File: src/rtl/glcd_pkg.sv
package glcd_pkg;

  localparam int FONT_BYTES      = 4096;
  localparam int FONT_AW         = $clog2(FONT_BYTES);
  localparam int MAX_GLYPH_BYTES = 32;
  localparam int CNT_W           = $clog2(MAX_GLYPH_BYTES + 1);

  // glyph data starts after the font header
  localparam logic [FONT_AW-1:0] HEADER_BYTES = FONT_AW'(4);

  localparam logic OP_LOAD = 1'b0;
  localparam logic OP_DRAW = 1'b1;

  localparam logic [1:0] KIND_CMD   = 2'd0;
  localparam logic [1:0] KIND_PARAM = 2'd1;
  localparam logic [1:0] KIND_PIX   = 2'd2;

  localparam logic [7:0] CMD_COL = 8'h2A;
  localparam logic [7:0] CMD_ROW = 8'h2B;
  localparam logic [7:0] CMD_MEM = 8'h2C;

  localparam logic [2:0] REG_FG_COLOR     = 3'd0;
  localparam logic [2:0] REG_BG_COLOR     = 3'd1;
  localparam logic [2:0] REG_GLYPH_WIDTH  = 3'd2;
  localparam logic [2:0] REG_GLYPH_HEIGHT = 3'd3;
  localparam logic [2:0] REG_FIRST_CODE   = 3'd4;
  localparam logic [2:0] REG_SCREEN_X_MAX = 3'd5;
  localparam logic [2:0] REG_SCREEN_Y_MAX = 3'd6;

  typedef struct packed {
    logic [15:0] fg_color;
    logic [15:0] bg_color;
    logic [5:0]  glyph_width;
    logic [5:0]  glyph_height;
    logic [7:0]  first_code;
    logic [15:0] screen_x_max;
    logic [15:0] screen_y_max;
  } cfg_t;

endpackage

File: src/rtl/glcd_seq.sv
module glcd_seq (
  input  logic                        clk,
  input  logic                        rst,
  input  logic                        in_valid,
  output logic                        in_ready,
  input  logic                        op,
  input  logic [7:0]                  char_code,
  input  logic [15:0]                 pos_x,
  input  logic [15:0]                 pos_y,
  input  glcd_pkg::cfg_t              cfg,
  output logic [glcd_pkg::FONT_AW-1:0] rd_addr,
  input  logic [7:0]                  rd_data,
  output logic                        out_valid,
  input  logic                        out_ready,
  output logic [1:0]                  kind,
  output logic [7:0]                  byte_value,
  output logic [7:0][15:0]            pixels,
  output logic                        last
);

  localparam logic [1:0] ST_IDLE = 2'd0;
  localparam logic [1:0] ST_WIN1 = 2'd1;
  localparam logic [1:0] ST_PIX  = 2'd2;
  localparam logic [1:0] ST_WIN2 = 2'd3;

  localparam logic [3:0] WIN_LAST = 4'd10;

  logic [1:0]                   state, state_next;
  logic [3:0]                   step, step_next;
  logic [glcd_pkg::CNT_W-1:0]   pix_cnt, pix_cnt_next;
  logic [glcd_pkg::CNT_W-1:0]   count;
  logic signed [8:0]            code_diff, code_diff_next;
  logic [15:0]                  x1, x1_next, y1, y1_next;
  logic [glcd_pkg::FONT_AW-1:0] addr, addr_next;

  logic                         out_valid_next;
  logic [1:0]                   kind_next;
  logic [7:0]                   byte_next;
  logic [7:0][15:0]             pixels_next;
  logic                         last_next;

  logic [8:0]                   count_raw;
  logic signed [15:0]           offset;
  logic [glcd_pkg::FONT_AW-1:0] start_addr;
  logic [15:0]                  wx1, wy1, wx2, wy2;
  logic [1:0]                   win_kind;
  logic [7:0]                   win_byte;
  logic                         load;

  // glyph bytes per character, saturated
  assign count_raw = 9'(cfg.glyph_width[5:3]) * 9'(cfg.glyph_height);

  always_ff @(posedge clk) begin
    if (count_raw > 9'(glcd_pkg::MAX_GLYPH_BYTES)) begin
      count <= glcd_pkg::CNT_W'(glcd_pkg::MAX_GLYPH_BYTES);
    end else begin
      count <= count_raw[glcd_pkg::CNT_W-1:0];
    end
  end

  // low address bits of a negative offset already give the wrapped address
  assign offset     = 16'(code_diff) * $signed({10'd0, count});
  assign start_addr = offset[glcd_pkg::FONT_AW-1:0] + glcd_pkg::HEADER_BYTES;

  assign load     = !out_valid || out_ready;
  assign in_ready = (state == ST_IDLE);
  assign rd_addr  = addr_next;

  always_comb begin
    if (state == ST_WIN2) begin
      wx1 = '0;
      wy1 = '0;
      wx2 = cfg.screen_x_max;
      wy2 = cfg.screen_y_max;
    end else begin
      wx1 = x1;
      wy1 = y1;
      wx2 = x1 + 16'(cfg.glyph_width) - 16'd1;
      wy2 = y1 + 16'(cfg.glyph_height) - 16'd1;
    end
  end

  always_comb begin
    win_kind = glcd_pkg::KIND_PARAM;
    win_byte = '0;
    unique case (step)
      4'd0: begin
        win_kind = glcd_pkg::KIND_CMD;
        win_byte = glcd_pkg::CMD_COL;
      end
      4'd1: win_byte = wx1[15:8];
      4'd2: win_byte = wx1[7:0];
      4'd3: win_byte = wx2[15:8];
      4'd4: win_byte = wx2[7:0];
      4'd5: begin
        win_kind = glcd_pkg::KIND_CMD;
        win_byte = glcd_pkg::CMD_ROW;
      end
      4'd6: win_byte = wy1[15:8];
      4'd7: win_byte = wy1[7:0];
      4'd8: win_byte = wy2[15:8];
      4'd9: win_byte = wy2[7:0];
      4'd10: begin
        win_kind = glcd_pkg::KIND_CMD;
        win_byte = glcd_pkg::CMD_MEM;
      end
      default: begin
        win_kind = glcd_pkg::KIND_CMD;
        win_byte = '0;
      end
    endcase
  end

  always_comb begin
    state_next     = state;
    step_next      = step;
    pix_cnt_next   = pix_cnt;
    code_diff_next = code_diff;
    x1_next        = x1;
    y1_next        = y1;
    addr_next      = addr;
    out_valid_next = out_valid;
    kind_next      = kind;
    byte_next      = byte_value;
    pixels_next    = pixels;
    last_next      = last;

    if (load) begin
      out_valid_next = 1'b0;
    end

    unique case (state)
      ST_IDLE: begin
        if (in_valid && op == glcd_pkg::OP_DRAW) begin
          code_diff_next = $signed({1'b0, char_code}) - $signed({1'b0, cfg.first_code});
          x1_next        = pos_x;
          y1_next        = pos_y;
          step_next      = '0;
          state_next     = ST_WIN1;
        end
      end
      ST_WIN1: begin
        // keeps the read port on the first glyph byte
        addr_next = start_addr;
        if (load) begin
          out_valid_next = 1'b1;
          kind_next      = win_kind;
          byte_next      = win_byte;
          pixels_next    = '0;
          last_next      = 1'b0;
          if (step == WIN_LAST) begin
            step_next    = '0;
            pix_cnt_next = '0;
            state_next   = (count == '0) ? ST_WIN2 : ST_PIX;
          end else begin
            step_next = step + 4'd1;
          end
        end
      end
      ST_PIX: begin
        if (load) begin
          out_valid_next = 1'b1;
          kind_next      = glcd_pkg::KIND_PIX;
          byte_next      = '0;
          last_next      = 1'b0;
          for (int b = 0; b < 8; b++) begin
            pixels_next[b] = rd_data[7-b] ? cfg.fg_color : cfg.bg_color;
          end
          addr_next    = addr + glcd_pkg::FONT_AW'(1);
          pix_cnt_next = pix_cnt + glcd_pkg::CNT_W'(1);
          if (pix_cnt == count - glcd_pkg::CNT_W'(1)) begin
            step_next  = '0;
            state_next = ST_WIN2;
          end
        end
      end
      ST_WIN2: begin
        if (load) begin
          out_valid_next = 1'b1;
          kind_next      = win_kind;
          byte_next      = win_byte;
          pixels_next    = '0;
          last_next      = (step == WIN_LAST);
          if (step == WIN_LAST) begin
            step_next  = '0;
            state_next = ST_IDLE;
          end else begin
            step_next = step + 4'd1;
          end
        end
      end
      default: state_next = ST_IDLE;
    endcase
  end

  always_ff @(posedge clk) begin
    if (rst) begin
      state     <= ST_IDLE;
      step      <= '0;
      pix_cnt   <= '0;
      out_valid <= 1'b0;
    end else begin
      state     <= state_next;
      step      <= step_next;
      pix_cnt   <= pix_cnt_next;
      out_valid <= out_valid_next;
    end
  end

  always_ff @(posedge clk) begin
    code_diff  <= code_diff_next;
    x1         <= x1_next;
    y1         <= y1_next;
    addr       <= addr_next;
    kind       <= kind_next;
    byte_value <= byte_next;
    pixels     <= pixels_next;
    last       <= last_next;
  end

endmodule

File: config.mk
export PLATFORM = sky130hd
export DESIGN_NAME = glcd_seq
export DESIGN_NICKNAME = d
export VERILOG_FILES = /design/src/rtl/glcd_pkg.sv /design/src/rtl/glcd_seq.sv
export SDC_FILE = /design/constraint.sdc
export NUM_CORES = 1
export LEC_CHECK = 0
export BUFFER_PORTS_ARGS = -buffer_cell sky130_fd_sc_hd__buf_2
export CAP_MARGIN = 20
export CORE_UTILIZATION = 25
export DETAILED_ROUTE_END_ITERATION = 12
export GPL_TIMING_DRIVEN = 0
export PLACE_DENSITY = 0.43
export SYNTH_ARGS = -nofsm -noshare
export SYNTH_HDL_FRONTEND = slang
export SYNTH_SLANG_ARGS = --single-unit
File: constraint.sdc
create_clock -name clk -period 8.46 [get_ports clk]
set_input_delay 1.269 -clock clk [delete_from_list [all_inputs] [get_ports clk]]
set_output_delay 1.269 -clock clk [all_outputs]
set_load 0.02 [all_outputs]
==> results of run 1 <==
[cells in the mapped netlist, types with 7 or more instances]
master      n
or3_1       7
clkbuf_1   43
nor2_1    194
a211oi_1    9
o31ai_1     8
mux2i_1   140
a21o_1     12
a22oi_1     9
xnor2_1    35
fa_1       36
a22o_1     16
nand2b_1   10
nor2b_1    15
and3_1      8
xor2_1     20
dfxtp_1    31
a21oi_1    47
nor3_1     16
and2_1     39
edfxtp_1  180
buf_2      13
nand4_1     9
ha_1       85
nand2_1    87
o21ai_0    53
buf_1      38
inv_1     148
nand3_1    18
[registers in the layout, indices dropped and copies added (netlist names), named ones only]
| register | flops |
|---|---|
| byte_value | 8 |
| x1 | 16 |
| state | 2 |
| kind | 2 |
| step | 4 |
| code_diff | 9 |
| y1 | 16 |
| pix_cnt | 6 |
| count | 6 |
| last | 1 |
| addr | 12 |
| pixels | 128 |
[critical path: cells and delay by family (launching register included)]
kind	cells	cell delay (ps)
AOI/OAI and AO/OA	3	720
xor gates and xnor gates	1	120
adders and majority gates	5	2330
DFF	1	340
buffers and inverters	6	660
and+or+nand+nor	4	500
[layout by cell type, fill, tap and decap left out, types with 36 or more instances in the layout]
cell      Yosys  final
a21oi_1      47     46
and2_1       39     39
buf_1        38     38
buf_2        13    262
clkbuf_1     43     52
edfxtp_1    180    180
fa_1         36     36
ha_1         85     85
inv_1       148    148
mux2i_1     140    140
nand2_1      87     87
nor2_1      194    194
o21ai_0      53     53
[stage by stage]
stage	util [%]	area [sq um]	setup slack, ps
2_1_floorplan	-	14200	2740
3_3_place_gp	29.4	16300	-187
5_1_grt	31.2	17300	1600
6_report	31.2	17300	1970
3_5_place_dp	29.7	16500	2460
4_1_cts	31.2	17300	1840
[worst min-delay path by stage]
stage | startpoint | end | slack (ps) | cells after the start
global route | addr[9] | addr[9] | 600 | 2
detailed placement | addr[9] | addr[9] | 530 | 2
floorplan | pix_cnt[5] | pix_cnt[5] | 500 | 2
CTS | addr[9] | addr[9] | 550 | 2
global placement | addr[9] | addr[9] | 530 | 2
finish | addr[9] | addr[9] | 540 | 2
[per-layer routing]
| layer | up-vias | track usage [%] |
|---|---|---|
| li1 | 5542 | - |
| met1 | 5422 | 20.5 |
| met2 | 421 | 26.6 |
| met3 | 77 | 2.88 |
| met4 | 0 | 5.71 |
| met5 | - | 0 |
[layout make-up]
| type | count | area, sq um | share of cell area, % |
|---|---|---|---|
| Multi-Input combinational cell | 972 | 7210 | 41.6 |
| Sequential cell | 211 | 6030 | 34.8 |
| Timing Repair Buffer | 256 | 1400 | 8.08 |
| Tap cell | 748 | 936 | 5.40 |
| Clock buffer | 36 | 709 | 4.09 |
| Inverter | 148 | 556 | 3.21 |
| Buffer | 96 | 385 | 2.22 |
| Clock inverter | 12 | 111 | 0.642 |
[power by group through the flow]
stage / registers [mW] / clock network (mW) / logic (mW)
5_1_grt: 1.87 / 1.18 / 2.61
2_1_floorplan: 2.27 / 0 / 1.08
3_5_place_dp: 1.85 / 0 / 2.40
4_1_cts: 1.84 / 1.15 / 2.41
6_report: 1.83 / 1.10 / 2.37
3_3_place_gp: 1.94 / 0 / 2.30
[kinds of logic after synthesis]
group,count (synthesis),synth area share (%)
buffers and inverters,244,6.64
adders and majority gates,121,12.6
xor gates and xnor gates,55,3.40
DFF,211,42.5
and+or+nand+nor,427,13.9
muxes,141,9.97
AOI/OAI and AO/OA,228,10.9
==> impl_metrics.toml, run 1 <==
[critical_path]
path_cells = "clkbuf_1, and2_1, fa_1, inv_1, fa_1, inv_1, fa_1, inv_1, fa_1, inv_1, ha_1, nand3_1, o211ai_1, o41a_1, nand3_1, nand2_1, xnor2_1, o21ai_0, buf_2"
worstPathMaxFanout = 10
cp-end-kind = "primary output"
r2r-end = "addr[10]"
r2r_cells = 14
startpoint = "count[1]"
worstPathRequired_ps = 7190
endpoint = "rd_addr[11]"
cp_slowest_cell = "fa_1"
r2r_start = "count[1]"
ff2ff_setup_slack_ps = 3870
critPathArrivalTime_ps = 5220
startpoint_type = "flop"
worst-setup-path-type = "flop to primary output"
crit_path_max_incr_delay_ps = 520

[timing]
hold_viol = 0
tns_ps = 0
rsz0062_at_grt = "false"
hold_slack_ps = 545
finClkSkew_ps = 12.4
worstMarginPinSlew_ps = 1060
maxSlewViolCount = 0
period_minus_slack_ps = 6490
final.period_utilization_pct = 76.7
setup_viol = 0
fmax_mhz = 154
max_slew_margin_pct = 29.1

[pwr]
p_int_mw = 3.09
p_leak_nw = 7.56
power.share.switching_pct = 41.7
clkPwrFrac_pct = 20.7
power_frac_seq_pct = 34.6
p_sw_mw = 2.21
p_total_mw = 5.30
comb_power_share_pct = 44.7
powerDensity_mw_per_mm2 = 306
max-vdd-ir-drop_mv = 0.138

[drt]
route.top_layer_used = "met4"
final_antenna_net_count = 0
wl_met2_um = 21600
viasPerCell = 4.62
num_vias = 11500
wl_per_cell_um = 18.9
drt_iter0_markers = 582
drcViolationCount = 0
routed_wl_um = 46800
dr.pass1.iters = 6
wl_met1_um = 20400
wl_met3_um = 3170

[outcome]
status = "finished, final reports clean"

[floorplan]
fp.dieH_um = 240
start_util_pct = 25.5
rows = 86
dieArea_sq_mm = 0.0576
pin_count = 290
core_sq_mm = 0.0555
die_w_um = 240

[yosys]
yosys.area.top_type = "edfxtp_1"
synth_ff_type = "edfxtp_1"
synth_top_cells_by_area = "edfxtp_1 38%, mux2i_1 9.9%, ha_1 7.5%"
avgSynthCellArea_sq_um = 9.92
synth-seq-cells = 211
synthArstFlopShare_pct = 0
synth_edf_count = 180
synthesis.nets = 1685
syn_inst = 1427
yosysWarnings = 0
ys_types = 75
yosysSeqAreaShare_pct = 42.5
syn-cell-area_sq_mm = 0.0142
netlist.area_leader.share_pct = 38.2

[cts]
cts_tree = "yes"
cts.htree.levels = 1
cts_root_buf = "clkbuf_16"
hold_buffers = 0
post_cts_resized = 0
clock-sinks = 211
cts_setup_buffers = 0
clock_latency_ps = 550
clk_pin_slew_ps = 60
cts_buffers = 27
clockBufferDepth = 3

[global_routing]
grt_pass1_vias = 11300
overflow = 0
antenna_found_initial = 0
grt_pass1_wl_um = 69700
grt.total_usage_pct = 15.9
grt_max_degree = 38

[final_layout]
diodes = 0
drive_above_1_share_pct = 18.4
fillers = 5924
syn_to_final_growth_pct = 22.4
finalNetCount = 1970
final_cells = 2479

[hold_path]
hp-class = "flop to flop"

[placement]
gp_congestion = 0.936
numPortBuffers = 248
hpwl_um = 36300
place_inst = 2430

[flow_run]
maxCapViolCount = 0
Power figures use the tool's default switching activity.
==> run 2: changes to the inputs <==
--- a/config.mk
+++ b/config.mk
@@ -5,12 +5,13 @@
 export SDC_FILE = /design/constraint.sdc
 export NUM_CORES = 1
 export LEC_CHECK = 0
+export ABC_AREA = 1
 export BUFFER_PORTS_ARGS = -buffer_cell sky130_fd_sc_hd__buf_2
 export CAP_MARGIN = 20
 export CORE_UTILIZATION = 25
 export DETAILED_ROUTE_END_ITERATION = 12
 export GPL_TIMING_DRIVEN = 0
-export PLACE_DENSITY = 0.43
+export PLACE_DENSITY = 0.41
 export SYNTH_ARGS = -nofsm -noshare
 export SYNTH_HDL_FRONTEND = slang
 export SYNTH_SLANG_ARGS = --single-unit
==> constraint.sdc (replaced) <==
create_clock -name clk -period 6.13 [get_ports clk]
set_input_delay 0.9195 -clock clk [delete_from_list [all_inputs] [get_ports clk]]
set_output_delay 0.9195 -clock clk [all_outputs]
set_load 0.02 [all_outputs]
==> impl_metrics.toml, run 2 <==
[final_layout]
largest_registers = "pixels (128), x1 (16), y1 (16)"
final_common_cell = "nand2_1"
top_register = "pixels"
fillers = 6477
largest_register_ff_count = 128
final_cell_mix = "647 x nand2_1, 338 x inv_1, 257 x buf_2, 187 x a21oi_1, 180 x edfxtp_1"
syn_to_final_growth_pct = 23.3
final_cells = 3088
drive_above_1_share_pct = 15.7
finalNetCount = 2551

[timing]
setup_viol = 0
hold_viol = 0
hold_slack_ps = 497
fmax_mhz = 170
tns_ps = 0
period_minus_slack_ps = 5890
max_slew_margin_pct = 43.2
worstMarginPinSlew_ps = 852
final.period_utilization_pct = 96.0
rsz0062_at_grt = "true"
fin_ws_ps = 244
finClkSkew_ps = 20.0
maxSlewViolCount = 0

[yosys]
synth_ff_type = "edfxtp_1"
syn_inst = 2002
ys_types = 48
synth_top_cells_by_area = "edfxtp_1 36%, nand2_1 16%, inv_1 8.5%"
synth-seq-cells = 211
ys_top_cells_by_count = "647 x nand2_1, 339 x inv_1, 191 x a21oi_1"
syn-cell-area_sq_mm = 0.0149
synth.most_common_cell = "nand2_1"
yosysSeqAreaShare_pct = 40.3
synthesis.nets = 2260
yosysWarnings = 0
synthArstFlopShare_pct = 0
yosys.area.top_type = "edfxtp_1"
netlist.area_leader.share_pct = 36.2
synth_edf_count = 180
avgSynthCellArea_sq_um = 7.46

[cts]
clockBufferDepth = 3
cts_root_buf = "clkbuf_16"
cts.htree.levels = 1
clock_latency_ps = 580
clk_pin_slew_ps = 60
cts_buffers = 27
clock-sinks = 211
cts_tree = "yes"

[pwr]
max-vdd-ir-drop_mv = 0.264
p_leak_nw = 9.13
powerDensity_mw_per_mm2 = 446

[floorplan]
die_w_um = 246
start_util_pct = 25.3
fp.dieH_um = 246
pin_count = 290
rows = 89
core_sq_mm = 0.0590
dieArea_sq_mm = 0.0608

[global_routing]
grt_pass1_wl_um = 81000
grt.total_usage_pct = 17.5
grt_max_degree = 32
grt_pass1_vias = 13500
overflow = 0
antenna_found_initial = 1

[placement]
gp_congestion = 0.887
hpwl_um = 43300
dpl_worst_slack_ps = 612
place_inst = 3030
numPortBuffers = 249

[critical_path]
cp-end-kind = "primary output"
worstPathRequired_ps = 5210
worstPathMaxFanout = 10
r2r_cells = 18
critPathArrivalTime_ps = 4970
worst-setup-path-type = "flop to primary output"
startpoint_type = "flop"

[hold_path]
hp-class = "flop to flop"
hold_depth = 2

[drt]
final_antenna_net_count = 0
drcViolationCount = 0
drt_iter0_markers = 872
dr.pass1.iters = 5
wl_per_cell_um = 17.6
viasPerCell = 4.48
num_vias = 13800
routed_wl_um = 54300

[flow_run]
maxCapViolCount = 0

[outcome]
status = "finished, final reports clean"
[run 2: changes by cell type after synthesis, moves of 28 or more]
cell     previous run  this run
nand2_1            87       647
inv_1             148       339
a21oi_1            47       191
mux2i_1           140         0
nand3_1            18        93
nor2_1            194       148
and2_1             39         4
xnor2_1            35         7
[run 2: routing by layer]
layer | part of all wire [%] | track usage [%] | wire [um]
met1 | 45 | 23.3 | 24700
met2 | 47 | 29.9 | 25700
met3 | 5.0 | 2.04 | 2720
met4 | 2.2 | 4.28 | 1220
met5 | 0 | 0 | 0
[run 2: kinds of logic after synthesis]
family | count (synthesis) | share of synthesized area [%]
simple gates | 940 | 25.4
buf+inv | 436 | 11.2
compound gates | 276 | 10.1
flops | 211 | 40.3
fa+ha+maj | 121 | 11.9
xor+xnor | 18 | 1.06
[run 2: stage by stage]
stage | util, % | total power [mW] | instance area, sq um
after global placement | 29.1 | 6.22 | 17200
after CTS | 31.1 | 8.29 | 18300
after floorplan | - | 4.97 | 14900
final | 31.2 | 8.22 | 18400
after global routing | 31.2 | 8.75 | 18400
after detailed placement | 29.3 | 6.42 | 17300
[run 2: power by group]
part | total [mW] | switching, mW | internal [mW] | leakage (nW)
combinational | 3.76 | 2.64 | 1.12 | 6.65
sequential | 2.62 | 0.258 | 2.36 | 1.97
clock | 1.84 | 0.689 | 1.15 | 0.505
total | 8.22 | 3.59 | 4.63 | 9.13
[run 2: what timing repair did]
action,in CTS,in global routing
endpoints found under the setup margin,1,4
pin swaps,0,1
hold buffers,0,0
cloned,0,0
hold endpoints to repair,0,0
setup buffers,1,6
resized for setup,2,14
[run 2: final timing paths]
| path | from | end | slack (ps) |
|---|---|---|---|
| worst max register to register | count[3] | addr[11] | 1850 |
| worst max-delay path | count[3] | rd_addr[11] | 240 |
| worst min-delay path | addr[9] | addr[9] | 500 |
| worst min register to register | addr[9] | addr[9] | 500 |
[run 2: cell type report]
class                           instances  area, sq um  share of cell area [%]
Buffer                                 91          392                    2.13
Timing Repair Buffer                  262         1430                    7.76
Tap cell                              773          967                    5.25
Sequential cell                       211         6030                    32.7
Antenna cell                            1         2.50                  0.0136
Multi-Input combinational cell       1355         7290                    39.6
Clock inverter                         18          285                    1.55
Inverter                              345         1290                    7.03
Clock buffer                           32          734                    3.99
[run 2: critical path: stages (launching register included)]
cell,delay (ps)
dfxtp_1,380
buf_6,170
nand2_1,90
fa_1,540
inv_1,50
fa_1,470
inv_1,50
fa_1,520
inv_1,50
fa_1,510
ha_1,370
a21oi_1,150
a21boi_0,190
nand2_1,80
nor2_2,130
inv_1,60
nand2_1,70
nand3_2,120
a21oi_2,160
buf_2,190
==> run 3: changes to the inputs <==
--- a/config.mk
+++ b/config.mk
@@ -11,7 +11,7 @@
 export CORE_UTILIZATION = 25
 export DETAILED_ROUTE_END_ITERATION = 12
 export GPL_TIMING_DRIVEN = 0
-export PLACE_DENSITY = 0.41
+export PLACE_DENSITY = 0.5
 export SYNTH_ARGS = -nofsm -noshare
 export SYNTH_HDL_FRONTEND = slang
 export SYNTH_SLANG_ARGS = --single-unit
==> impl_metrics.toml, run 3 (synthesized netlist as in run 2, its figures left out) <==
[critical_path]
startpoint_type = "flop"
worstPathMaxFanout = 6
worst-setup-path-type = "flop to primary output"
critical-path-top-delay-family = "adder cells"
critPathArrivalTime_ps = 4940
cp.buffers_inverters = 7
crit_top_cell = "inv_1"
worstPathRequired_ps = 5210
path_cells = "nand2_1, inv_1, fa_1, inv_1, fa_1, inv_1, fa_1, inv_1, fa_1, inv_1, ha_1, a21oi_2, o21ai_1, nand2_1, nand2_1, nor2_1, inv_1, nand2_1, nand3_1, a21oi_2, clkbuf_4"
ff2ff_setup_slack_ps = 1880
cp_num_cells = 21
crit_path_max_incr_delay_ps = 520
cp_slowest_cell = "fa_1"
cp-end-kind = "primary output"
r2r_cells = 17

[timing]
finClkSkew_ps = 21.7
final.period_utilization_pct = 95.6
max_slew_margin_pct = 41.4
fmax_mhz = 171
setup_viol = 0
maxSlewViolCount = 0
worstMarginPinSlew_ps = 877
rsz0062_at_grt = "false"
period_minus_slack_ps = 5860
hold_viol = 0

[placement]
numPortBuffers = 249
hpwl_um = 40800
gp_congestion = 0.913
post_dp_cell_area_sq_mm = 0.0174

[global_routing]
grt_pass1_vias = 13500
grt.total_usage_pct = 16.6
grt_pass1_wl_um = 77800
antenna_found_initial = 2
grt_max_degree = 33
overflow = 0

[drt]
viasPerCell = 4.53
drcViolationCount = 0
routed_wl_um = 51100
final_antenna_net_count = 0
dr.pass1.iters = 5
drt_iter0_markers = 921
wl_per_cell_um = 16.5
num_vias = 14000

[cts]
hold_buffers = 0
clock-sinks = 211
cts_root_buf = "clkbuf_16"
cts.htree.levels = 1
clockBufferDepth = 3
clk_pin_slew_ps = 60
cts_buffers = 29
clock_latency_ps = 590
cts_tree = "yes"

[final_layout]
largest_register_ff_count = 128
drive_above_1_share_pct = 15.5
stdcell_area_sq_mm = 0.0184
top_register = "pixels"
syn_to_final_growth_pct = 23.2
diodes = 0
finalNetCount = 2556
utilization_pct = 31.2
final_cell_mix = "647 x nand2_1, 339 x inv_1, 255 x buf_2, 188 x a21oi_1, 180 x edfxtp_1"
final_common_cell = "nand2_1"
largest_registers = "pixels (128), x1 (16), y1 (16)"

[floorplan]
dieArea_sq_mm = 0.0608
rows = 89
pin_count = 290
core_sq_mm = 0.0590
fp.dieH_um = 246
start_util_pct = 25.3
die_w_um = 246

[outcome]
status = "finished, final reports clean"

[flow_run]
maxCapViolCount = 0

[hold_path]
hp-class = "flop to flop"
hold_depth = 2

[pwr]
powerDensity_mw_per_mm2 = 437
max-vdd-ir-drop_mv = 0.234
p_leak_nw = 9.13
p_total_mw = 8.04
## run 3: cell count changes in the layout (fill, tap and decap cells not counted), moves of 3 or more
cell,delta
clkbuf_16,+3
bufinv_16,-6
clkbuf_1,+4
buf_16,+4
buf_12,-3
## run 3: metal layers
layer,part of all wire [%],vias up,track usage (%)
li1,-,6940,-
met1,45,6517,22.1
met2,47,484,27.9
met3,6.1,75,2.19
met4,2.6,2,4.68
met5,0.022,-,0
## run 3: area by class of cell
type                            count  area, sq um
Timing Repair Buffer              265         1500
Clock inverter                     16          129
Sequential cell                   211         6030
Tap cell                          773          967
Buffer                             91          395
Inverter                          345         1290
Fill cell                        6432        40600
Clock buffer                       38          811
Multi-Input combinational cell   1355         7280
## run 3: final timing paths
kind / startpoint / endpoint
worst max-delay path: code_diff[5] / rd_addr[11]
worst min-delay path: addr[9] / addr[9]
worst max register to register: code_diff[5] / addr[9]
worst min register to register: addr[9] / addr[9]
## run 3: worst reg2reg max path: cells and delay by family (launching register included)
kind	cells	cell delay [ps]
flip-flops	1	480
buffers and inverters	5	240
adder cells (fa/ha/maj)	5	2350
AND/OR/NAND/NOR	4	320
AO/OA/AOI/OAI	3	690
## run 3: stage by stage
| stage | instances | worst slack [ps] | setup TNS [ps] | hold slack (ps) |
|---|---|---|---|---|
| final | 3094 | 271 | 0 | 486 |
| after floorplan | 2002 | 917 | 0 | 473 |
| after global placement | 3024 | -1330 | -182050 | 484 |
| after detailed placement | 3031 | 716 | 0 | 479 |
| after CTS | 3085 | 52.6 | 0 | 457 |
| after global routing | 3094 | 3.52 | 0 | 474 |
## run 3: power breakdown
part / leakage, nW / switching, mW / internal [mW]
Sequential: 1.97 / 0.267 / 2.36
Clock: 0.469 / 0.685 / 0.976
Combinational: 6.68 / 2.59 / 1.17
## run 3: timing repair
action | in CTS | in global routing
setup endpoints to repair | 0 | 4
buffers inserted | 0 | 9
gates resized for setup | 0 | 17
